--- config.mk ---
export PLATFORM = sky130hd
export DESIGN_NAME = memory_range_page_splitter
export DESIGN_NICKNAME = d
export VERILOG_FILES = /design/src/rtl/mrps_pkg.sv /design/src/rtl/memory_range_page_splitter.sv /design/src/rtl/mrps_ram.sv /design/src/rtl/mrps_ctrl.sv /design/src/rtl/mrps_datapath.sv
export SDC_FILE = /design/constraint.sdc
export NUM_CORES = 1
export LEC_CHECK = 0
export ABC_CLOCK_PERIOD_IN_PS = 17600
export BUFFER_PORTS_ARGS = -buffer_cell sky130_fd_sc_hd__buf_2
export CAP_MARGIN = 20
export CELL_PAD_IN_SITES_DETAIL_PLACEMENT = 1
export CELL_PAD_IN_SITES_GLOBAL_PLACEMENT = 1
export CORE_UTILIZATION = 50
export CTS_BUF_LIST = sky130_fd_sc_hd__clkbuf_4 sky130_fd_sc_hd__clkbuf_8
export CTS_CLUSTER_SIZE = 25
export DETAILED_ROUTE_END_ITERATION = 10
export PLACE_DENSITY_LB_ADDON = 0.1
export SYNTH_ARGS = -nofsm -noshare
export SYNTH_HDL_FRONTEND = slang
export SYNTH_SLANG_ARGS = --single-unit
--- constraint.sdc ---
create_clock -name aclk -period 17.6 [get_ports aclk]
set_clock_uncertainty 0.2 [all_clocks]
set_input_delay 0.88 -clock aclk [delete_from_list [all_inputs] [get_ports aclk]]
set_output_delay 0.88 -clock aclk [all_outputs]
set_load 0.02 [all_outputs]
--- src/rtl/mrps_pkg.sv ---
// Package: shared constants, types and command/status structs for the range splitter.
`default_nettype none

package mrps_pkg;

    localparam int DEF_TABLE_DEPTH   = 8;
    localparam int DEF_PAGE_BITS     = 12;
    localparam int DEF_MID_PAGE_BITS = 21;
    localparam int DEF_BIG_PAGE_BITS = 30;
    localparam int DEF_ADDRESS_BITS  = 48;

    localparam int ADDR_FIELD_W = 48;
    localparam int CFG_W        = 2;
    localparam int INDEX_W      = 6;
    localparam int TOTAL_W      = 7;
    localparam int S_TDATA_W    = 2 * ADDR_FIELD_W;
    localparam int M_TDATA_W    = INDEX_W + 2 * ADDR_FIELD_W + CFG_W + TOTAL_W + 1;

    localparam logic [CFG_W-1:0] CFG_RESET      = 2'b11;
    localparam logic [CFG_W-1:0] ENABLE_MID     = 2'b01;
    localparam logic [CFG_W-1:0] ENABLE_MID_BIG = 2'b11;
    localparam logic [CFG_W-1:0] BITS_SMALL     = 2'b00;

    typedef enum logic [2:0] {
        PH_HEAD,
        PH_MID,
        PH_BIG,
        PH_MTAIL,
        PH_TAIL
    } split_phase_t;

    typedef enum logic [3:0] {
        ST_IDLE,
        ST_HEAD,
        ST_MID,
        ST_BIG,
        ST_MTAIL,
        ST_TAIL,
        ST_MERGE,
        ST_MWAIT,
        ST_FLUSH,
        ST_EMIT,
        ST_EMPTY
    } ctrl_state_t;

    typedef struct packed {
        logic         load;
        logic         split;
        split_phase_t phase;
        logic         merge_rd;
        logic         merge_proc;
        logic         merge_flush;
        logic         emit;
        logic         emit_empty;
    } dp_cmd_t;

    typedef struct packed {
        logic count_zero;
        logic rd_last;
        logic out_done;
    } dp_status_t;

endpackage

`default_nettype wire

--- src/rtl/memory_range_page_splitter.sv ---
// Top level: range splitter into page-size pieces with merged range table.
// Each range goes through the split phases (head, mid, big, mid tail, tail), a merge pass
//   and a table read before its results appear; a new range is accepted only in idle, once
//   its last result is loaded. Merge and emission share the single read port of the table RAM.
// Empty table: a single result is emitted.
// Reset (aresetn low, synchronous): table emptied, large_page_enable set to 3, output idle.
`default_nettype none

module memory_range_page_splitter
    import mrps_pkg::*;
#(
    parameter int TABLE_DEPTH   = DEF_TABLE_DEPTH,
    parameter int PAGE_BITS     = DEF_PAGE_BITS,
    parameter int MID_PAGE_BITS = DEF_MID_PAGE_BITS,
    parameter int BIG_PAGE_BITS = DEF_BIG_PAGE_BITS,
    parameter int ADDRESS_BITS  = DEF_ADDRESS_BITS
) (
    input  wire logic                 aclk,
    input  wire logic                 aresetn,
    input  wire logic                 cfg_we,
    input  wire logic [CFG_W-1:0]     cfg_wdata,   // large_page_enable
    input  wire logic                 s_tvalid,
    output logic                      s_tready,
    input  wire logic [S_TDATA_W-1:0] s_tdata,     // range_start, range_end
    input  wire logic                 s_tuser,     // func
    output logic                      m_tvalid,
    input  wire logic                 m_tready,
    // entry_index, entry_base, entry_limit, entry_page_bits, entry_total, overflow
    output logic [M_TDATA_W-1:0]      m_tdata,
    output logic                      m_tuser,     // entry_valid
    output logic                      m_tlast      // last_entry
);

    dp_cmd_t    cmd;
    dp_status_t status;

    mrps_ctrl u_ctrl (
        .aclk     (aclk),
        .aresetn  (aresetn),
        .s_tvalid (s_tvalid),
        .s_tready (s_tready),
        .status   (status),
        .cmd      (cmd)
    );

    mrps_datapath #(
        .TABLE_DEPTH   (TABLE_DEPTH),
        .PAGE_BITS     (PAGE_BITS),
        .MID_PAGE_BITS (MID_PAGE_BITS),
        .BIG_PAGE_BITS (BIG_PAGE_BITS),
        .ADDRESS_BITS  (ADDRESS_BITS)
    ) u_datapath (
        .aclk      (aclk),
        .aresetn   (aresetn),
        .cfg_we    (cfg_we),
        .cfg_wdata (cfg_wdata),
        .s_tdata   (s_tdata),
        .s_tuser   (s_tuser),
        .cmd       (cmd),
        .status    (status),
        .m_tvalid  (m_tvalid),
        .m_tready  (m_tready),
        .m_tdata   (m_tdata),
        .m_tuser   (m_tuser),
        .m_tlast   (m_tlast)
    );

endmodule

`default_nettype wire

--- src/rtl/mrps_ram.sv ---
// Generic single-write, single-read RAM with registered, enabled read.
`default_nettype none

module mrps_ram #(
    parameter int WIDTH = 8,
    parameter int DEPTH = 8
) (
    input  wire logic                                  aclk,
    input  wire logic                                  we,
    input  wire logic [((DEPTH > 1) ? $clog2(DEPTH) : 1)-1:0] waddr,
    input  wire logic [WIDTH-1:0]                      wdata,
    input  wire logic                                  re,
    input  wire logic [((DEPTH > 1) ? $clog2(DEPTH) : 1)-1:0] raddr,
    output logic      [WIDTH-1:0]                      rdata
);

    logic [WIDTH-1:0] mem [DEPTH];

    always_ff @(posedge aclk) begin
        if (we) begin
            mem[waddr] <= wdata;
        end
        if (re) begin
            rdata <= mem[raddr];
        end
    end

endmodule

`default_nettype wire

--- src/rtl/mrps_ctrl.sv ---
// Controller: sequences load, split phases, merge pass and table emission.
`default_nettype none

module mrps_ctrl
    import mrps_pkg::*;
(
    input  wire logic       aclk,
    input  wire logic       aresetn,
    input  wire logic       s_tvalid,
    output logic            s_tready,
    input  wire dp_status_t status,
    output dp_cmd_t         cmd
);

    ctrl_state_t state_reg, state_next;

    always_ff @(posedge aclk) begin
        if (!aresetn) begin
            state_reg <= ST_IDLE;
        end else begin
            state_reg <= state_next;
        end
    end

    always_comb begin
        state_next = state_reg;
        unique case (state_reg)
            ST_IDLE: begin
                if (s_tvalid) begin
                    state_next = ST_HEAD;
                end
            end
            ST_HEAD:  state_next = ST_MID;
            ST_MID:   state_next = ST_BIG;
            ST_BIG:   state_next = ST_MTAIL;
            ST_MTAIL: state_next = ST_TAIL;
            ST_TAIL:  state_next = ST_MERGE;
            ST_MERGE: begin
                priority if (status.count_zero) begin
                    state_next = ST_EMPTY;
                end else if (status.rd_last) begin
                    state_next = ST_MWAIT;
                end else begin
                    state_next = ST_MERGE;
                end
            end
            ST_MWAIT: state_next = ST_FLUSH;
            ST_FLUSH: state_next = ST_EMIT;
            ST_EMIT, ST_EMPTY: begin
                if (status.out_done) begin
                    state_next = ST_IDLE;
                end
            end
            default: state_next = ST_IDLE;
        endcase
    end

    always_comb begin
        cmd         = '0;
        cmd.phase   = PH_HEAD;
        s_tready    = 1'b0;
        unique case (state_reg)
            ST_IDLE: begin
                s_tready = 1'b1;
                cmd.load = s_tvalid;
            end
            ST_HEAD: begin
                cmd.split = 1'b1;
                cmd.phase = PH_HEAD;
            end
            ST_MID: begin
                cmd.split = 1'b1;
                cmd.phase = PH_MID;
            end
            ST_BIG: begin
                cmd.split = 1'b1;
                cmd.phase = PH_BIG;
            end
            ST_MTAIL: begin
                cmd.split = 1'b1;
                cmd.phase = PH_MTAIL;
            end
            ST_TAIL: begin
                cmd.split = 1'b1;
                cmd.phase = PH_TAIL;
            end
            ST_MERGE: begin
                cmd.merge_rd   = !status.count_zero;
                cmd.merge_proc = 1'b1;
            end
            ST_MWAIT: cmd.merge_proc  = 1'b1;
            ST_FLUSH: cmd.merge_flush = 1'b1;
            ST_EMIT:  cmd.emit        = 1'b1;
            ST_EMPTY: cmd.emit_empty  = 1'b1;
            default: ;
        endcase
    end

endmodule

`default_nettype wire

--- src/rtl/mrps_datapath.sv ---
// Datapath: page split arithmetic, range table RAM, merge accumulator, output register.
`default_nettype none

module mrps_datapath
    import mrps_pkg::*;
#(
    parameter int TABLE_DEPTH   = DEF_TABLE_DEPTH,
    parameter int PAGE_BITS     = DEF_PAGE_BITS,
    parameter int MID_PAGE_BITS = DEF_MID_PAGE_BITS,
    parameter int BIG_PAGE_BITS = DEF_BIG_PAGE_BITS,
    parameter int ADDRESS_BITS  = DEF_ADDRESS_BITS
) (
    input  wire logic                 aclk,
    input  wire logic                 aresetn,
    input  wire logic                 cfg_we,
    input  wire logic [CFG_W-1:0]     cfg_wdata,
    input  wire logic [S_TDATA_W-1:0] s_tdata,
    input  wire logic                 s_tuser,
    input  wire dp_cmd_t              cmd,
    output dp_status_t                status,
    output logic                      m_tvalid,
    input  wire logic                 m_tready,
    output logic [M_TDATA_W-1:0]      m_tdata,
    output logic                      m_tuser,
    output logic                      m_tlast
);

    localparam int IDX_W   = (TABLE_DEPTH > 1) ? $clog2(TABLE_DEPTH) : 1;
    localparam int CNT_W   = $clog2(TABLE_DEPTH + 1);
    localparam int EFF_AW  = (ADDRESS_BITS < ADDR_FIELD_W) ? ADDRESS_BITS : ADDR_FIELD_W;
    localparam int PFN_W   = EFF_AW - PAGE_BITS;
    localparam int MS      = (MID_PAGE_BITS > PAGE_BITS) ? (MID_PAGE_BITS - PAGE_BITS) : 0;
    localparam int BS      = (BIG_PAGE_BITS > PAGE_BITS) ? (BIG_PAGE_BITS - PAGE_BITS) : 0;
    localparam int CALC_W  = ((PFN_W > BS) ? PFN_W : BS) + 1;
    localparam int ENTRY_W = 2 * PFN_W + CFG_W;
    localparam logic [CALC_W-1:0] MS_MASK = CALC_W'((64'd1 << MS) - 64'd1);
    localparam logic [CALC_W-1:0] BS_MASK = CALC_W'((64'd1 << BS) - 64'd1);
    localparam logic [CNT_W-1:0]  DEPTH_C = CNT_W'(TABLE_DEPTH);

    // control registers
    logic [CFG_W-1:0] lpe_reg, lpe_next;
    logic [CNT_W-1:0] count_reg, count_next;
    logic             dropped_reg, dropped_next;
    logic [IDX_W-1:0] ri_reg, ri_next;
    logic [IDX_W-1:0] wp_reg, wp_next;
    logic             pend_reg, pend_next;
    logic             issued_reg, issued_next;
    logic             out_valid_reg, out_valid_next;

    // payload registers
    logic [PFN_W-1:0]        pfn_reg, pfn_next;
    logic [PFN_W-1:0]        limit_reg, limit_next;
    logic [IDX_W-1:0]        pend_idx_reg, pend_idx_next;
    logic [PFN_W-1:0]        acc_start_reg, acc_start_next;
    logic [PFN_W-1:0]        acc_end_reg, acc_end_next;
    logic [CFG_W-1:0]        acc_bits_reg, acc_bits_next;
    logic [M_TDATA_W-1:0]    out_data_reg, out_data_next;
    logic                    out_user_reg, out_user_next;
    logic                    out_last_reg, out_last_next;

    logic [CALC_W-1:0] pfn_x, lim_x, ru_ms, ru_bs, rd_ms, rd_bs, st, en;
    logic [CFG_W-1:0]  piece_bits;
    logic              piece_ok, table_full, split_we;
    logic              mproc, first, joinable, merge_we;
    logic              ram_we, ram_re, emit_rd, out_free, out_load, empty_load, pend_last;
    logic [IDX_W-1:0]  ram_waddr;
    logic [ENTRY_W-1:0] ram_wdata, ram_rdata;
    logic [PFN_W-1:0]  rd_start, rd_end;
    logic [CFG_W-1:0]  rd_bits;

    // split arithmetic
    always_comb begin
        pfn_x = CALC_W'(pfn_reg);
        lim_x = CALC_W'(limit_reg);
        ru_ms = (pfn_x + MS_MASK) & ~MS_MASK;
        ru_bs = (pfn_x + BS_MASK) & ~BS_MASK;
        rd_ms = lim_x & ~MS_MASK;
        rd_bs = lim_x & ~BS_MASK;
        unique case (cmd.phase)
            PH_HEAD: begin
                st         = pfn_x;
                en         = (ru_ms > lim_x) ? lim_x : ru_ms;
                piece_bits = BITS_SMALL;
            end
            PH_MID: begin
                st         = ru_ms;
                en         = (ru_bs > rd_ms) ? rd_ms : ru_bs;
                piece_bits = lpe_reg & ENABLE_MID;
            end
            PH_BIG: begin
                st         = ru_bs;
                en         = rd_bs;
                piece_bits = lpe_reg & ENABLE_MID_BIG;
            end
            PH_MTAIL: begin
                st         = ru_ms;
                en         = rd_ms;
                piece_bits = lpe_reg & ENABLE_MID;
            end
            PH_TAIL: begin
                st         = pfn_x;
                en         = lim_x;
                piece_bits = BITS_SMALL;
            end
            default: begin
                st         = pfn_x;
                en         = pfn_x;
                piece_bits = BITS_SMALL;
            end
        endcase
        piece_ok   = cmd.split && (st < en);
        table_full = (count_reg >= DEPTH_C);
        split_we   = piece_ok && !table_full;
    end

    // table RAM
    assign rd_start = ram_rdata[PFN_W-1:0];
    assign rd_end   = ram_rdata[2*PFN_W-1:PFN_W];
    assign rd_bits  = ram_rdata[ENTRY_W-1:2*PFN_W];

    assign mproc     = cmd.merge_proc && pend_reg;
    assign first     = (pend_idx_reg == '0);
    assign joinable  = (acc_end_reg == rd_start) && (acc_bits_reg == rd_bits);
    assign merge_we  = mproc && !first && !joinable;

    assign status.count_zero = (count_reg == '0);
    assign status.rd_last    = ((CNT_W'(ri_reg) + CNT_W'(1)) == count_reg);
    assign pend_last         = ((CNT_W'(pend_idx_reg) + CNT_W'(1)) == count_reg);

    assign out_free   = !out_valid_reg || m_tready;
    assign out_load   = cmd.emit && pend_reg && out_free;
    assign empty_load = cmd.emit_empty && out_free;
    assign emit_rd    = cmd.emit && !issued_reg && (!pend_reg || out_load);
    assign status.out_done = (out_load && pend_last) || empty_load;

    assign ram_we    = split_we || merge_we || cmd.merge_flush;
    assign ram_waddr = split_we ? count_reg[IDX_W-1:0] : wp_reg;
    assign ram_wdata = split_we ? {piece_bits, en[PFN_W-1:0], st[PFN_W-1:0]}
                                : {acc_bits_reg, acc_end_reg, acc_start_reg};
    assign ram_re    = cmd.merge_rd || emit_rd;

    mrps_ram #(
        .WIDTH (ENTRY_W),
        .DEPTH (TABLE_DEPTH)
    ) u_table (
        .aclk  (aclk),
        .we    (ram_we),
        .waddr (ram_waddr),
        .wdata (ram_wdata),
        .re    (ram_re),
        .raddr (ri_reg),
        .rdata (ram_rdata)
    );

    always_comb begin
        lpe_next       = cfg_we ? cfg_wdata : lpe_reg;
        count_next     = count_reg;
        dropped_next   = dropped_reg;
        ri_next        = ri_reg;
        wp_next        = wp_reg;
        pend_next      = pend_reg;
        issued_next    = issued_reg;
        out_valid_next = out_valid_reg;
        pfn_next       = pfn_reg;
        limit_next     = limit_reg;
        pend_idx_next  = pend_idx_reg;
        acc_start_next = acc_start_reg;
        acc_end_next   = acc_end_reg;
        acc_bits_next  = acc_bits_reg;
        out_data_next  = out_data_reg;
        out_user_next  = out_user_reg;
        out_last_next  = out_last_reg;

        if (cmd.load) begin
            pfn_next     = s_tdata[EFF_AW-1:PAGE_BITS];
            limit_next   = s_tdata[ADDR_FIELD_W+EFF_AW-1:ADDR_FIELD_W+PAGE_BITS];
            dropped_next = 1'b0;
            ri_next      = '0;
            wp_next      = '0;
            issued_next  = 1'b0;
            if (s_tuser) begin
                count_next = '0;
            end
        end

        if (piece_ok) begin
            pfn_next = en[PFN_W-1:0];
            if (table_full) begin
                dropped_next = 1'b1;
            end else begin
                count_next = count_reg + CNT_W'(1);
            end
        end

        if (ram_re) begin
            ri_next       = ri_reg + IDX_W'(1);
            pend_idx_next = ri_reg;
            if (emit_rd && status.rd_last) begin
                issued_next = 1'b1;
            end
        end

        if (mproc) begin
            if (first || !joinable) begin
                acc_start_next = rd_start;
                acc_end_next   = rd_end;
                acc_bits_next  = rd_bits;
            end else begin
                acc_end_next = rd_end;
            end
            if (merge_we) begin
                wp_next = wp_reg + IDX_W'(1);
            end
        end

        if (cmd.merge_flush) begin
            count_next  = CNT_W'(wp_reg) + CNT_W'(1);
            ri_next     = '0;
            issued_next = 1'b0;
        end

        if (ram_re) begin
            pend_next = 1'b1;
        end else if (mproc || out_load) begin
            pend_next = 1'b0;
        end

        if (out_load) begin
            out_data_next = {dropped_reg, TOTAL_W'(count_reg), rd_bits,
                             ADDR_FIELD_W'({rd_end, {PAGE_BITS{1'b0}}}),
                             ADDR_FIELD_W'({rd_start, {PAGE_BITS{1'b0}}}),
                             INDEX_W'(pend_idx_reg)};
            out_user_next = 1'b1;
            out_last_next = pend_last;
        end else if (empty_load) begin
            out_data_next = {dropped_reg, {(M_TDATA_W-1){1'b0}}};
            out_user_next = 1'b0;
            out_last_next = 1'b1;
        end

        if (out_load || empty_load) begin
            out_valid_next = 1'b1;
        end else if (m_tready) begin
            out_valid_next = 1'b0;
        end
    end

    always_ff @(posedge aclk) begin
        if (!aresetn) begin
            lpe_reg       <= CFG_RESET;
            count_reg     <= '0;
            dropped_reg   <= 1'b0;
            ri_reg        <= '0;
            wp_reg        <= '0;
            pend_reg      <= 1'b0;
            issued_reg    <= 1'b0;
            out_valid_reg <= 1'b0;
        end else begin
            lpe_reg       <= lpe_next;
            count_reg     <= count_next;
            dropped_reg   <= dropped_next;
            ri_reg        <= ri_next;
            wp_reg        <= wp_next;
            pend_reg      <= pend_next;
            issued_reg    <= issued_next;
            out_valid_reg <= out_valid_next;
        end
    end

    always_ff @(posedge aclk) begin
        pfn_reg       <= pfn_next;
        limit_reg     <= limit_next;
        pend_idx_reg  <= pend_idx_next;
        acc_start_reg <= acc_start_next;
        acc_end_reg   <= acc_end_next;
        acc_bits_reg  <= acc_bits_next;
        out_data_reg  <= out_data_next;
        out_user_reg  <= out_user_next;
        out_last_reg  <= out_last_next;
    end

    assign m_tvalid = out_valid_reg;
    assign m_tdata  = out_data_reg;
    assign m_tuser  = out_user_reg;
    assign m_tlast  = out_last_reg;

endmodule

`default_nettype wire
After elaboration in Yosys (flattened, before gate mapping) --
Memory sizes are Yosys's and may differ from the RTL's. A register that Yosys moved wholly into a read port is not among the register bits. Cells that the tools add are included.
Storage, ports and cells: memories 1, input port bits 104, memory bits (writable) 592, flip-flop bits (word level) 253, output and inout bits 116, logic and storage cells 144
Memories:
- u_datapath.u_table.mem | words 8, bits a word 74, read ports 1, clocked after Yosys merged registers in 1, write ports 1, RTL line mrps_ram.sv:17 | logic [WIDTH-1:0] mem [DEPTH];
Operators by class: add/sub/neg operators 8, order comparisons 4, reductions and logical operators 44, multiplexer cells 48, eq/ne operators 20, bitwise gates (word level) 1
Operator list (count):
- 112-bit 2-to-1 mux | 2
- 37-bit one-hot mux with 5 select lines | 1
- 37-bit by 36-bit > comparator with 1-bit output | 2
- 37-bit 2-to-1 mux | 2
- 74-bit 2-to-1 mux | 1
- 37-bit one-hot mux with 2 select lines | 1
- 36-bit 2-to-1 mux | 2
- 4-bit one-hot mux with 10 select lines | 1
- 36-bit by 18-bit adder with 37-bit output (second input constant) | 1
- 36-bit by 9-bit adder with 37-bit output (second input constant) | 1
- 37-bit less-than comparator | 1
- 36-bit equality test | 1
- 4-bit 2-to-1 mux | 8
- 1-bit 2-to-1 mux | 22
- 4-bit one-hot mux with 5 select lines | 1
- 3-bit 2-to-1 mux | 6
- 4-bit by 3-bit equality test with 1-bit output (second input constant) | 4
- 1-bit logical AND | 13
- 3-bit by 1-bit adder with 4-bit output (second input constant) | 3
- 4-bit equality test (second input constant) | 3
- 2-bit nonzero test | 5
- 1-bit logical OR | 9
- 4-bit by 2-bit equality test with 1-bit output (second input constant) | 2
- 4-bit equality test | 2
- 16 further kinds | 31

Depth between registers and ports, before layout --
Gate-level depths: netlist (run 1).
depth after elaboration 12, gate-level depth with buffers 30, depth with buffers taken out 24

Hierarchy --
From an unflattened synthesis (run 1), not the netlist that was laid out.
Unflattened totals: cell total of the unflattened synthesis 2527, area total of the unflattened synthesis 40659.0 um^2
Modules (own cells, without submodules):
- mrps_ram | area each 24488.5 um^2, instances 1, cells each 942, seq. area each 19999.2 um^2
- mrps_datapath | area each 15796.4 um^2, instances 1, cells each 1537, seq. area each 7307.0 um^2
- mrps_ctrl | area each 374.1 um^2, instances 1, cells each 48, seq. area each 80.1 um^2

Worst setup path after synthesis (run 1) --
Ideal clock, no wire load.
kind register to register, from reg u_datapath.pfn_reg[11], to mem u_datapath.u_table.mem[2][0] (netlist name) (enable), path slack 5.308 ns, setup time 0.620 ns, arrival time 11.472 ns, buffers on the path 1, stages on the path, launching flop included 24, period minus slack after synthesis 12.292 ns, required time 16.780 ns, cells stage by stage edfxtp_1 nand4_1 or3_1 nor4_2 nand2_1 xnor2_1 ha_1 nand2_1 or3_1 or2_2 o221a_2 a21bo_2 buf_2 a22oi_2 a22oi_1 ha_1 or4_1 a21oi_1 o21ai_0 a2111o_1 a211oi_1 o211ai_1 nand2b_1 o32ai_1
On the way: cells in the longest elaborated chain, start to end 11, elaborated cells on any way between the ends 16, classes of those cells add/sub (2); order compare (3); mux (7); reduce/logical (4)
RTL lines:
- start: declaration | RTL line mrps_datapath.sv:51 | logic [PFN_W-1:0] pfn_reg, pfn_next;
- start signal: assignment | RTL line mrps_datapath.sv:271 | pfn_reg <= pfn_next;
- 36-bit by 9-bit adder with 37-bit output / 36-bit by 18-bit adder with 37-bit output (equally long branches) | RTL line mrps_datapath.sv:75, mrps_datapath.sv:76
- 37-bit by 36-bit > comparator with 1-bit output (on tied branches) | RTL line mrps_datapath.sv:82, mrps_datapath.sv:87
- 37-bit 2-to-1 mux (on tied branches) | RTL line mrps_datapath.sv:82, mrps_datapath.sv:87
- 37-bit one-hot mux with 5 select lines | RTL line mrps_datapath.sv:79 | unique case (cmd.phase)
- 37-bit less-than comparator (*) | RTL line mrps_datapath.sv:111 | piece_ok = cmd.split && (st < en);
- 1-bit logical AND (*) | RTL line mrps_datapath.sv:111
- 1-bit logical AND (*) | RTL line mrps_datapath.sv:113 | split_we = piece_ok && !table_full;
- 1-bit logical OR (2 in a row) | RTL line mrps_datapath.sv:136 | assign ram_we = split_we || merge_we || cmd.merge_flush;
- 1-bit 2-to-1 mux | RTL line mrps_ram.sv:20 | if (we) begin
- 1-bit 2-to-1 mux (not written as such) | RTL line mrps_ram.sv:21 | mem[waddr] <= wdata;
- end: declaration | RTL line mrps_ram.sv:17
Every way passes the cells marked *; elsewhere a longest branch is shown, timed or not.

Worst setup path after layout (run 1) --
from reg u_datapath.pfn_reg[5], to mem u_datapath.u_table.mem[0][63] (netlist name) (enable)
Same word-level chain as after synthesis.

==> key figures, run 1 <==
Finish
  • Top register by number of flip-flops: u_datapath.u_table.mem
  • Filler instances: 7185
  • Area Growth Syn to Fin: 13.00%
  • Max FFs per register: 592
  • Layout Nets: 2762
  • Layout cells sized above 1: 29.02%

Place
  • Input/output buffers: 165
  • Detailed placement HPWL: 68880 um
  • Gpl congestion: 0.9070

Synthesis
  • Synth Warn #: 0
  • Synth async-reset ratio: 0%
  • Sequential area share after synthesis: 69.73%
  • Netlist cell types: 75
  • Post-synth EDFFs: 898
  • Post-Syn Area per Cell: 17.04 sq um
  • Cells after Synth: 2305
  • Synth Register Bits: 919
  • Mapped Area: 39270 sq um
  • Ys flop type: edfxtp_1

Floorplanning
  • Die Span X: 282.3 um
  • Ports: 220
  • Core ar.: 77590 sq um
  • Initial Utilization: 50.61%
  • # rows: 102
  • Die ar.: 79670 sq um
  • Die Ht: 282.3 um

Timing
  • Setup Viol. Count Final: 0
  • Rel. slew slack: 24.62%
  • Slew of the pin with the lowest slew margin: 1.131 ns
  • Crit path time final: 10.47 ns
  • Final Cycle Share: 59.51%
  • Max Slew Vio Count: 0
  • Hold Fails Final Rpt: 0
  • Setup TNS Final: 0 ns
  • RSZ-0062 raised after global routing: no
  • Fmax achieved: 0.09548 GHz

Worst setup path
  • Critical path's most frequent cell: buf_4
  • R2R setup slack: 7.13 ns
  • CP max stage delay: 0.73 ns
  • Critical Path Fanout Max: 39
  • Type of the worst setup path: register to register
  • Crit path required time: 17.82 ns
  • Worst Path Arrival: 10.69 ns
  • Worst setup EP type: register
  • CP max stage cell: buf_4
  • Critical Path Source Type: register
  • Cell family with most CP delay: simple AND/OR/NAND/NOR gates
  • Crit path buffers/inverters: 5

Clocking
  • Clk_lat worst skew: 0.80 ns
  • H-tree depth: 4
  • Post-CTS Hold Fix Bufs: 0
  • Cts bufs inserted: 152
  • CTS Buffer Depth: 3
  • Post-CTS resize count: 0
  • CTS tree: built
  • Clk root buf: clkbuf_8
  • CTS Sinks: 919
  • Post CTS Setup Buffer Count: 0
  • Clock transition at the registers of the reported paths: 0.06 ns

Detailed routing
  • Via density: 5.927
  • Residual DRC: 0
  • Pre-antenna DRT Iters: 6
  • Vias: 22130
  • DRT antenna net count: 0
  • DRT Wirelength: 106800 um
  • DRT iter0 DRCs: 2133
  • WL per Instance: 28.61 um

Global route
  • First-pass GRT wire length: 154200 um
  • Initial antenna violation count: 9
  • Largest net degree at the start of global routing: 72
  • Vias in the first global route: 23160
  • Total grt overflow: 0
  • GRT Util Overall: 27.25%

Power
  • Total power: 6499 uW
  • Maximum vdd drop: 0.00008208 V
  • Leakage Power: 0.01521 uW
  • Power Density: 146.4 nW/um^2

Hold path
  • HP Class: input port to register

Outcome
  • Result of the run: complete, no violations

Run
  • Max-cap violations: 0
cells in the mapped netlist (all sizes together), types with 5 or more instances:
master | instances | area share, %
a21o | 20 | 0.38
a21boi | 6 | 0.12
or3 | 13 | 0.21
edfxtp | 898 | 69
and2 | 92 | 1.5
a22oi | 13 | 0.26
nand2 | 163 | 1.6
a2111oi | 6 | 0.15
o21ai | 81 | 1.0
a211oi | 11 | 0.21
and3 | 28 | 0.46
ha | 87 | 2.8
inv | 62 | 0.59
a21oi | 36 | 0.47
and4 | 5 | 0.11
xnor2 | 82 | 1.8
mux2 | 141 | 4.0
nor3 | 24 | 0.36
o211ai | 9 | 0.21
clkbuf | 65 | 0.62
buf | 66 | 1.0
a221o | 8 | 0.20
nor4 | 14 | 0.28
o31ai | 9 | 0.17
nand2b | 10 | 0.16
nor2b | 8 | 0.13
nor2 | 36 | 0.35
nand4 | 26 | 0.41
xor2 | 21 | 0.47
dfxtp | 21 | 1.1
nand3 | 38 | 0.48
mux4 | 148 | 8.5
o22ai | 5 | 0.096
o221ai | 6 | 0.21
routing by layer:
metal  part of all wire [%]  global-route usage (%)  routed length (um)  vias to the layer above
met5                  0.012                       0                  13                        -
met4                    3.1                   9.702                3259                        2
met3                    6.6                   4.692                7085                      176
met2                     47                   42.69               50420                      823
met1                     43                   38.68               46030                    11600
li1                       -                       -                   -                     9523
layout make-up:
| cell class | instances | area [sq um] | share of cell area [%] |
|---|---|---|---|
| inverter | 64 | 241.5 | 0.5441 |
| tap | 1040 | 1301 | 2.932 |
| antenna | 2 | 5.005 | 0.01128 |
| clock buffer | 206 | 2522 | 5.684 |
| timing repair buffer | 214 | 1194 | 2.690 |
| clock inverter | 68 | 473.0 | 1.066 |
| sequential | 919 | 27400 | 61.73 |
| multi-input combinational | 1220 | 11250 | 25.34 |
logic make-up (layout without fill, tap and decap cells):
logic type                 Yosys count  in the layout  share of synthesized area (%)
AOI/OAI and AO/OA                  233            233                          4.008
xor gates and xnor gates           103            103                          2.297
muxes                              293            293                          12.63
buffers and inverters              195            552                          2.256
and+or+nand+nor                    473            473                          6.286
DFF                                919            919                          69.73
adders and majority gates           87             87                          2.772
other                                2             33                        0.01912
metrics by stage:
stage / instance area (sq um) / hold WS (ns) / util (%) / cells / setup slack [ns]
after detailed placement: 41330 / 0.2278 / 53.27 / 3451 / 7.127
after floorplan: 39380 / 0.2064 / - / 2334 / 5.308
after global routing: 44380 / 0.02014 / 57.19 / 3732 / 6.496
after CTS: 44330 / 0.005893 / 57.13 / 3725 / 7.041
after global placement: 41330 / 0.2174 / 53.27 / 3451 / 7.301
final: 44380 / 0.06314 / 57.19 / 3733 / 7.126
cells in the final DEF, fill, tap and decap left out, types with 13 or more instances in the layout:
master / netlist / final
and2_1: 92 / 91
nor2_1: 35 / 35
clkbuf_8: 0 / 156
xor2_1: 21 / 21
a21oi_1: 35 / 35
ha_1: 87 / 87
a21o_1: 20 / 20
mux4_2: 148 / 148
inv_1: 62 / 60
o21ai_0: 80 / 78
xnor2_1: 82 / 82
clkinv_1: 2 / 41
nand3_1: 38 / 38
conb_1: 2 / 31
edfxtp_1: 898 / 898
nand2_1: 163 / 163
clkbuf_4: 0 / 55
nand4_1: 26 / 26
buf_4: 35 / 44
clkinv_2: 0 / 13
dfxtp_1: 21 / 18
mux2_2: 140 / 140
buf_2: 12 / 165
nor3_1: 21 / 20
and3_1: 27 / 25
or3_1: 13 / 13
path summary, 6_finish.rpt:
check / startpoint / endpoint / cells past startpoint
min reg2reg: u_datapath.dropped_reg$_SDFF_PN0_ / u_datapath.m_tdata[111]$_DFFE_PP_ / 0
min: s_tdata[61] / u_datapath.limit_reg[1]$_DFFE_PP_ / 1
max: u_datapath.pfn_reg[5]$_DFFE_PP_ / u_datapath.u_table.mem[0][63]$_DFFE_PP_ / 27
max reg2reg: u_datapath.pfn_reg[5]$_DFFE_PP_ / u_datapath.u_table.mem[0][63]$_DFFE_PP_ / 27
worst reg2reg max path, delay by kind of cell, from the launching register on:
kind            cells  cell delay [ns]
simple gates        9             3.60
compound gates     10             3.04
buf+inv             5             2.06
fa+ha+maj           2             0.63
flops               1             0.40
xor+xnor            1             0.14
report_power, final:
part | leakage (uW) | internal, uW | switching (uW)
sequential | 0.00850 | 2830 | 123
combinational | 0.00513 | 578 | 1100
clock | 0.00157 | 987 | 875
(Power assumes the default switching activity.)
==> run 2: changes to the inputs <==
Settings changed: ABC_CLOCK_PERIOD_IN_PS 17600 to 10600.
Clock period 17.6 ns to 10.6 ns, I/O delays scaled along.
==> run 2 against run 1 <==
Clock-buffer cell count fell by 15; die area stayed put; critical path depth fell by 4; maximum frequency increased by 6.6%; hold slack better by 0.017 ns; cell count increased by 2.1%; first-iteration DRC count up 0.23%; core utilization rose by 1.4 points; critical endpoint is now u_datapath.u_table.mem[1][38]$_DFFE_PP_.
==> key figures, run 2 (synthesis results as in run 1) <==
Detailed routing
  • DRT antenna net count: 0 (unchanged)
  • DRT Wirelength: 110500 um (was 106800 um)
  • WL per Instance: 29.00 um (was 28.61 um)
  • Via density: 5.927 (about the same)
  • DRT iter0 DRCs: 2138 (was 2133)
  • Vias: 22590 (was 22130)
  • Residual DRC: 0 (unchanged)
  • Pre-antenna DRT Iters: 5 (was 6)

Clocking
  • CTS Buffer Depth: 3 (unchanged)
  • Clk_lat worst skew: 0.83 ns (was 0.80 ns)
  • Clk root buf: clkbuf_8 (unchanged)
  • Cts bufs inserted: 150 (was 152)
  • Clock transition at the registers of the reported paths: 0.06 ns (about the same)
  • Post CTS Setup Buffer Count: 0 (unchanged)
  • Post-CTS resize count: 0 (unchanged)
  • H-tree depth: 4 (unchanged)
  • CTS Sinks: 919 (unchanged)
  • CTS tree: built (unchanged)

Timing
  • Hold Fails Final Rpt: 0 (unchanged)
  • Setup TNS Final: 0 ns (unchanged)
  • Slew of the pin with the lowest slew margin: 1.131 ns (about the same)
  • RSZ-0062 raised after global routing: no (unchanged)
  • Fmax achieved: 0.1018 GHz (was 0.09548 GHz)
  • Rel. slew slack: 24.32% (was 24.62%)
  • Setup Viol. Count Final: 0 (unchanged)
  • Crit path time final: 9.824 ns (was 10.47 ns)
  • Max Slew Vio Count: 0 (unchanged)
  • Final Cycle Share: 92.68% (was 59.51%)

Global route
  • GRT Util Overall: 28.18% (was 27.25%)
  • Initial antenna violation count: 13 (was 9)
  • GR Util met2: 44.48% (was 42.69%)
  • Met3 GRT Util: 4.890% (was 4.692%)
  • Met1 Usage GRT: 40.06% (was 38.68%)
  • Total grt overflow: 0 (unchanged)
  • Largest net degree at the start of global routing: 80 (was 72)
  • First-pass GRT wire length: 160100 um (was 154200 um)
  • Global routing's busiest layer: met2 (unchanged)
  • Vias in the first global route: 24030 (was 23160)

Power
  • Maximum vdd drop: 0.0001208 V (was 0.00008208 V)
  • Clk pwr share: 28.6% (about the same)
  • Switch Pwr: 3588 uW (was 2100 uW)
  • Power Density: 241.1 nW/um^2 (was 146.4 nW/um^2)
  • Combinational share of power: 26.5% (was 25.8%)
  • Switching Share: 32.75% (was 32.31%)
  • Leakage Power: 0.01562 uW (was 0.01521 uW)
  • Total power: 10960 uW (was 6499 uW)
  • Reg power frac: 44.9% (was 45.5%)
  • Int Pwr: 7369 uW (was 4399 uW)

Worst setup path
  • Worst setup EP type: register (unchanged)
  • Type of the worst setup path: register to register (unchanged)
  • Critical Path Source Type: register (unchanged)
  • Reg-to-Reg End: u_datapath.u_table.mem[1][38]$_DFFE_PP_ (was u_datapath.u_table.mem[0][63]$_DFFE_PP_)
  • Worst Path Arrival: 10.01 ns (was 10.69 ns)
  • Worst r2r path cells: 23 (was 27)
  • R2R Path Start: u_datapath.pfn_reg[13]$_DFFE_PP_ (was u_datapath.pfn_reg[5]$_DFFE_PP_)
  • R2R setup slack: 0.78 ns (was 7.13 ns)
  • Critical Path Fanout Max: 62 (was 39)
  • Crit path required time: 10.79 ns (was 17.82 ns)

Hold path
  • WHS Endpoint: u_ctrl.state_reg[0]$_SDFFE_PN0P_ (was u_datapath.limit_reg[1]$_DFFE_PP_)
  • Worst Hold Launch: s_tvalid (was s_tdata[61])
  • HP Class: input port to register (unchanged)
  • Hold depth: 5 (was 1)

Floorplanning
  • Ports: 220 (unchanged)
  • Die Span X: 282.3 um (unchanged)
  • Initial Utilization: 50.61% (unchanged)
  • # rows: 102 (unchanged)
  • Die ar.: 79670 sq um (unchanged)
  • Die Ht: 282.3 um (unchanged)
  • Core ar.: 77590 sq um (unchanged)

Run
  • Max-cap violations: 0 (unchanged)

Finish
  • Top register by number of flip-flops: u_datapath.u_table.mem (unchanged)
  • Final core utilization: 58.58% (was 57.19%)
  • Layout cells sized above 1: 28.08% (was 29.02%)
  • Cell area after layout: 45450 sq um (was 44380 sq um)
  • Max FFs per register: 592 (unchanged)
  • Area Growth Syn to Fin: 15.73% (was 13.00%)
  • Commonest non-fill, non-tap cell in the layout: edfxtp_1 (unchanged)
  • Layout Nets: 2845 (was 2762)
  • Commonest cells after routing, fill and taps aside: 898 x edfxtp_1, 165 x buf_2, 163 x nand2_1, 151 x clkbuf_8, 148 x mux4_2 (was 898 x edfxtp_1, 165 x buf_2, 163 x nand2_1, 156 x clkbuf_8, 148 x mux4_2)

Place
  • Gpl congestion: 0.8942 (was 0.9070)
  • Input/output buffers: 165 (unchanged)
  • Detailed placement HPWL: 70650 um (was 68880 um)
  • Post-DP Area: 41630 sq um (was 41330 sq um)

Outcome
  • Result of the run: complete, no violations (unchanged)
-- run 2: timing repair --
item,in CTS,in global routing
hold buffers,82,0
endpoints found under the hold margin,88,0
setup endpoints to repair,0,0
-- run 2: how the worst max path moves through the flow --
stage	from	end	slack (ns)	cells past startpoint
6_report	u_datapath.pfn_reg[13]$_DFFE_PP_	u_datapath.u_table.mem[1][38]$_DFFE_PP_	0.78	23
5_1_grt	u_datapath.pfn_reg[21]$_DFFE_PP_	u_datapath.u_table.mem[7][38]$_DFFE_PP_	0.51	23
4_1_cts	u_datapath.pfn_reg[13]$_DFFE_PP_	u_datapath.u_table.mem[3][38]$_DFFE_PP_	1.00	23
3_5_place_dp	u_datapath.pfn_reg[11]$_DFFE_PP_	u_datapath.u_table.mem[3][38]$_DFFE_PP_	1.01	23
3_3_place_gp	u_datapath.pfn_reg[11]$_DFFE_PP_	u_datapath.u_table.mem[0][68]$_DFFE_PP_	1.11	23
2_1_floorplan	u_datapath.pfn_reg[11]$_DFFE_PP_	u_datapath.u_table.mem[4][0]$_DFFE_PP_	0.28	23
-- run 2: layer usage --
metal | share of wire [%] | wire, um
met5 | 0 | 0
met1 | 44 | 48790
met3 | 6.0 | 6578
met4 | 2.7 | 2943
met2 | 47 | 52210
-- run 2: critical path, stage by stage (launching register included) --
cell	delay (ns)
edfxtp_1	0.50
nand4_1	0.26
or3_1	0.51
nor4_2	0.73
nand2_1	0.16
xor2_1	0.39
inv_1	0.09
ha_1	0.30
and3_1	0.20
a221oi_1	0.59
o221a_2	0.36
a21bo_2	0.37
nand2_1	0.30
o221ai_2	0.57
inv_1	0.10
ha_1	0.33
nand4_1	0.12
or2_2	0.34
nor4_1	0.84
nand3_1	0.31
o211ai_1	0.71
buf_4	0.29
buf_12	0.31
o21ai_0	0.46
-- run 2: area by class of cell --
type / count / area (sq um)
Inverter: 64 / 241.5
Antenna cell: 4 / 10.01
Multi-Input combinational cell: 1220 / 11250
Clock buffer: 191 / 2379
Clock inverter: 74 / 615.6
Sequential cell: 919 / 27400
Fill cell: 7136 / 32140
Timing Repair Buffer: 299 / 2262
Tap cell: 1040 / 1301
-- run 2: power by group through the flow --
stage	combinational, uW	sequential [uW]	clock [uW]
after floorplan	1790	4890	0
after detailed placement	2820	4990	0
final	2900	4920	3130
after CTS	2870	4920	3190
after global routing	3120	4950	3330
after global placement	2700	4960	0
-- run 2: stage by stage --
stage	instances	hold slack (ns)	worst slack, ns
2_1_floorplan	2334	0.2064	0.2831
3_3_place_gp	3460	0.2300	1.107
3_5_place_dp	3460	0.2323	1.013
4_1_cts	3807	0.02775	1.001
5_1_grt	3810	0.09379	0.5065
6_report	3811	0.07972	0.7756
==> run 3: changes to the inputs <==
Settings changed: GPL_TIMING_DRIVEN from default to 0.
==> run 3 against run 2 <==
Worst setup slack lost 0.40 ns; flip-flop and latch count unchanged; highest routed layer is now met5; largest power group unchanged; via count grew 5.4%.
==> key figures, run 3 (synthesis results as in run 1) <==
Outcome
  • Result of the run: complete, no violations (unchanged)

Worst setup path
  • Critical Path Source Type: register (unchanged)
  • Type of the worst setup path: register to register (unchanged)
  • Critical Path Fanout Max: 17 (was 62)
  • Worst setup EP type: register (unchanged)
  • CP max stage cell: a22oi_1 (was nor4_1)
  • R2R Path Start: u_datapath.pfn_reg[12]$_DFFE_PP_ (was u_datapath.pfn_reg[13]$_DFFE_PP_)
  • CP max stage delay: 0.78 ns (was 0.84 ns)
  • Crit path required time: 10.90 ns (was 10.79 ns)
  • Worst Path Arrival: 10.52 ns (was 10.01 ns)
  • Worst Setup SP: u_datapath.pfn_reg[12]$_DFFE_PP_ (was u_datapath.pfn_reg[13]$_DFFE_PP_)

Global route
  • Total grt overflow: 0 (unchanged)
  • Vias in the first global route: 24570 (was 24030)
  • Initial antenna violation count: 13 (unchanged)
  • Largest net degree at the start of global routing: 54 (was 80)
  • First-pass GRT wire length: 168600 um (was 160100 um)
  • GRT Util Overall: 30.12% (was 28.18%)

Finish
  • Max FFs per register: 592 (unchanged)
  • Area Growth Syn to Fin: 19.06% (was 15.73%)
  • Finished Layout Cells: 3966 (was 3811)
  • Final core utilization: 60.26% (was 58.58%)
  • Commonest non-fill, non-tap cell in the layout: edfxtp_1 (unchanged)
  • Layout Nets: 2994 (was 2845)
  • Filler instances: 7192 (was 7136)
  • Commonest cells after routing, fill and taps aside: 898 x edfxtp_1, 179 x buf_2, 162 x nand2_1, 153 x clkbuf_8, 148 x mux4_2 (was 898 x edfxtp_1, 165 x buf_2, 163 x nand2_1, 151 x clkbuf_8, 148 x mux4_2)
  • Layout cells sized above 1: 29.17% (was 28.08%)
  • Top register by number of flip-flops: u_datapath.u_table.mem (unchanged)

Power
  • Leakage Power: 0.01623 uW (was 0.01562 uW)
  • Maximum vdd drop: 0.0001163 V (was 0.0001208 V)
  • Power Density: 238.1 nW/um^2 (was 241.1 nW/um^2)

Floorplanning
  • Ports: 220 (unchanged)
  • Initial Utilization: 50.61% (unchanged)
  • Die Ht: 282.3 um (unchanged)
  • Die ar.: 79670 sq um (unchanged)
  • Die Span X: 282.3 um (unchanged)
  • # rows: 102 (unchanged)
  • Core ar.: 77590 sq um (unchanged)

Hold path
  • HP Class: input port to register (unchanged)
  • Worst Hold Launch: s_tvalid (unchanged)

Place
  • Cells after DPL: 3595 (was 3460)
  • Gpl congestion: 0.9170 (was 0.8942)
  • Detailed placement HPWL: 84450 um (was 70650 um)
  • Input/output buffers: 165 (unchanged)

Timing
  • Rel. slew slack: 19.24% (was 24.32%)
  • Slew of the pin with the lowest slew margin: 1.207 ns (was 1.131 ns)
  • RSZ-0062 raised after global routing: no (unchanged)
  • Final Cycle Share: 96.44% (was 92.68%)
  • Fmax achieved: 0.09782 GHz (was 0.1018 GHz)
  • Crit path time final: 10.22 ns (was 9.824 ns)
  • Max Slew Vio Count: 0 (unchanged)
  • Hold Fails Final Rpt: 0 (unchanged)
  • Setup Viol. Count Final: 0 (unchanged)

Detailed routing
  • Pre-antenna DRT Iters: 5 (unchanged)
  • Via density: 6.002 (was 5.927)
  • Residual DRC: 0 (unchanged)
  • DRT Wirelength: 119000 um (was 110500 um)
  • Vias: 23800 (was 22590)
  • WL per Instance: 30.01 um (was 29.00 um)
  • DRT antenna net count: 0 (unchanged)
  • DRT iter0 DRCs: 2259 (was 2138)

Clocking
  • Clock transition at the registers of the reported paths: 0.06 ns (about the same)
  • CTS Sinks: 919 (unchanged)
  • H-tree depth: 4 (unchanged)
  • Clk root buf: clkbuf_8 (unchanged)
  • Clk_lat worst skew: 0.82 ns (was 0.83 ns)
  • Cts bufs inserted: 152 (was 150)
  • CTS tree: built (unchanged)
  • CTS Buffer Depth: 3 (unchanged)

Run
  • Max-cap violations: 0 (unchanged)
-- run 3: changes by cell type in the layout (fill, tap and decap cells not counted), moves of 5 or more --
| cell | before | now |
|---|---|---|
| buf_1 | 0 | 18 |
| buf_12 | 18 | 13 |
| buf_16 | 0 | 20 |
| buf_2 | 165 | 179 |
| buf_4 | 34 | 39 |
| buf_6 | 0 | 8 |
| buf_8 | 0 | 20 |
| clkbuf_1 | 0 | 65 |
| clkbuf_4 | 40 | 53 |
-- run 3: report_power, final --
part	internal, uW	switching (uW)	total, uW	leakage [uW]
clock network	1670	1500	3170	0.00160
logic	1090	2020	3110	0.00613
registers	4700	157	4860	0.00850
total	7460	3680	11100	0.0162
-- run 3: per-layer routing --
| layer | vias up | wire [um] | GRT usage [%] |
|---|---|---|---|
| met1 | 12480 | 48930 | 41.37 |
| met5 | - | 23 | 0 |
| met2 | 1065 | 57470 | 48.64 |
| met4 | 4 | 4029 | 11.12 |
| met3 | 231 | 8587 | 5.038 |
| li1 | 10030 | - | - |
-- run 3: final timing paths --
| kind | endpoint | depth (start not counted) | slack, ns |
|---|---|---|---|
| worst max-delay path | u_datapath.u_table.mem[3][71]$_DFFE_PP_ | 28 | 0.38 |
| worst max register to register | u_datapath.u_table.mem[3][71]$_DFFE_PP_ | 28 | 0.38 |
| worst min register to register | u_datapath.pend_idx_reg[2]$_DFFE_PN_ | 0 | 0.23 |
| worst min-delay path | u_ctrl.state_reg[0]$_SDFFE_PN0P_ | 5 | 0.12 |
-- run 3: through the flow --
step	worst slack [ns]	hold WS (ns)	setup TNS (ns)	cell area [sq um]	total power, uW
after detailed placement	0.08097	0.2278	0	42730	7920
after CTS	0.007044	0.05162	0	46560	11110
after floorplan	0.2831	0.2064	0	39400	6680
after global placement	-6.588	0.2231	-3485.99	41520	7677
after global routing	0.06004	0.1398	0	46750	11560
final	0.3771	0.1225	0	46760	11140
-- run 3: timing repair --
action,in CTS,in global routing
hold buffers,79,0
gates resized for setup,0,3
endpoints found under the setup margin,0,291
buffers inserted,0,3
hold endpoints to repair,84,0
-- run 3: final cells by class --
type                            instances  area, sq um  share of cell area (%)
Clock buffer                          201         2466                   5.274
Buffer                                131        645.6                   1.381
Multi-Input combinational cell       1220        11250                   24.06
Inverter                               64        242.7                  0.5191
Tap cell                             1040         1301                   2.783
Clock inverter                         71        570.5                   1.220
Sequential cell                       919        27390                   58.57
Timing Repair Buffer                  315         2884                   6.168
Antenna cell                            5        12.51                 0.02676
-- run 3: worst max-delay path, delay by kind of cell (launching register included) --
| family | cells | cell delay (ns) |
|---|---|---|
| buffers and inverters | 7 | 1.72 |
| adders and majority gates | 2 | 0.74 |
| and+or+nand+nor | 7 | 2.11 |
| DFF | 1 | 0.51 |
| xor gates and xnor gates | 1 | 0.26 |
| AOI/OAI and AO/OA | 11 | 4.32 |
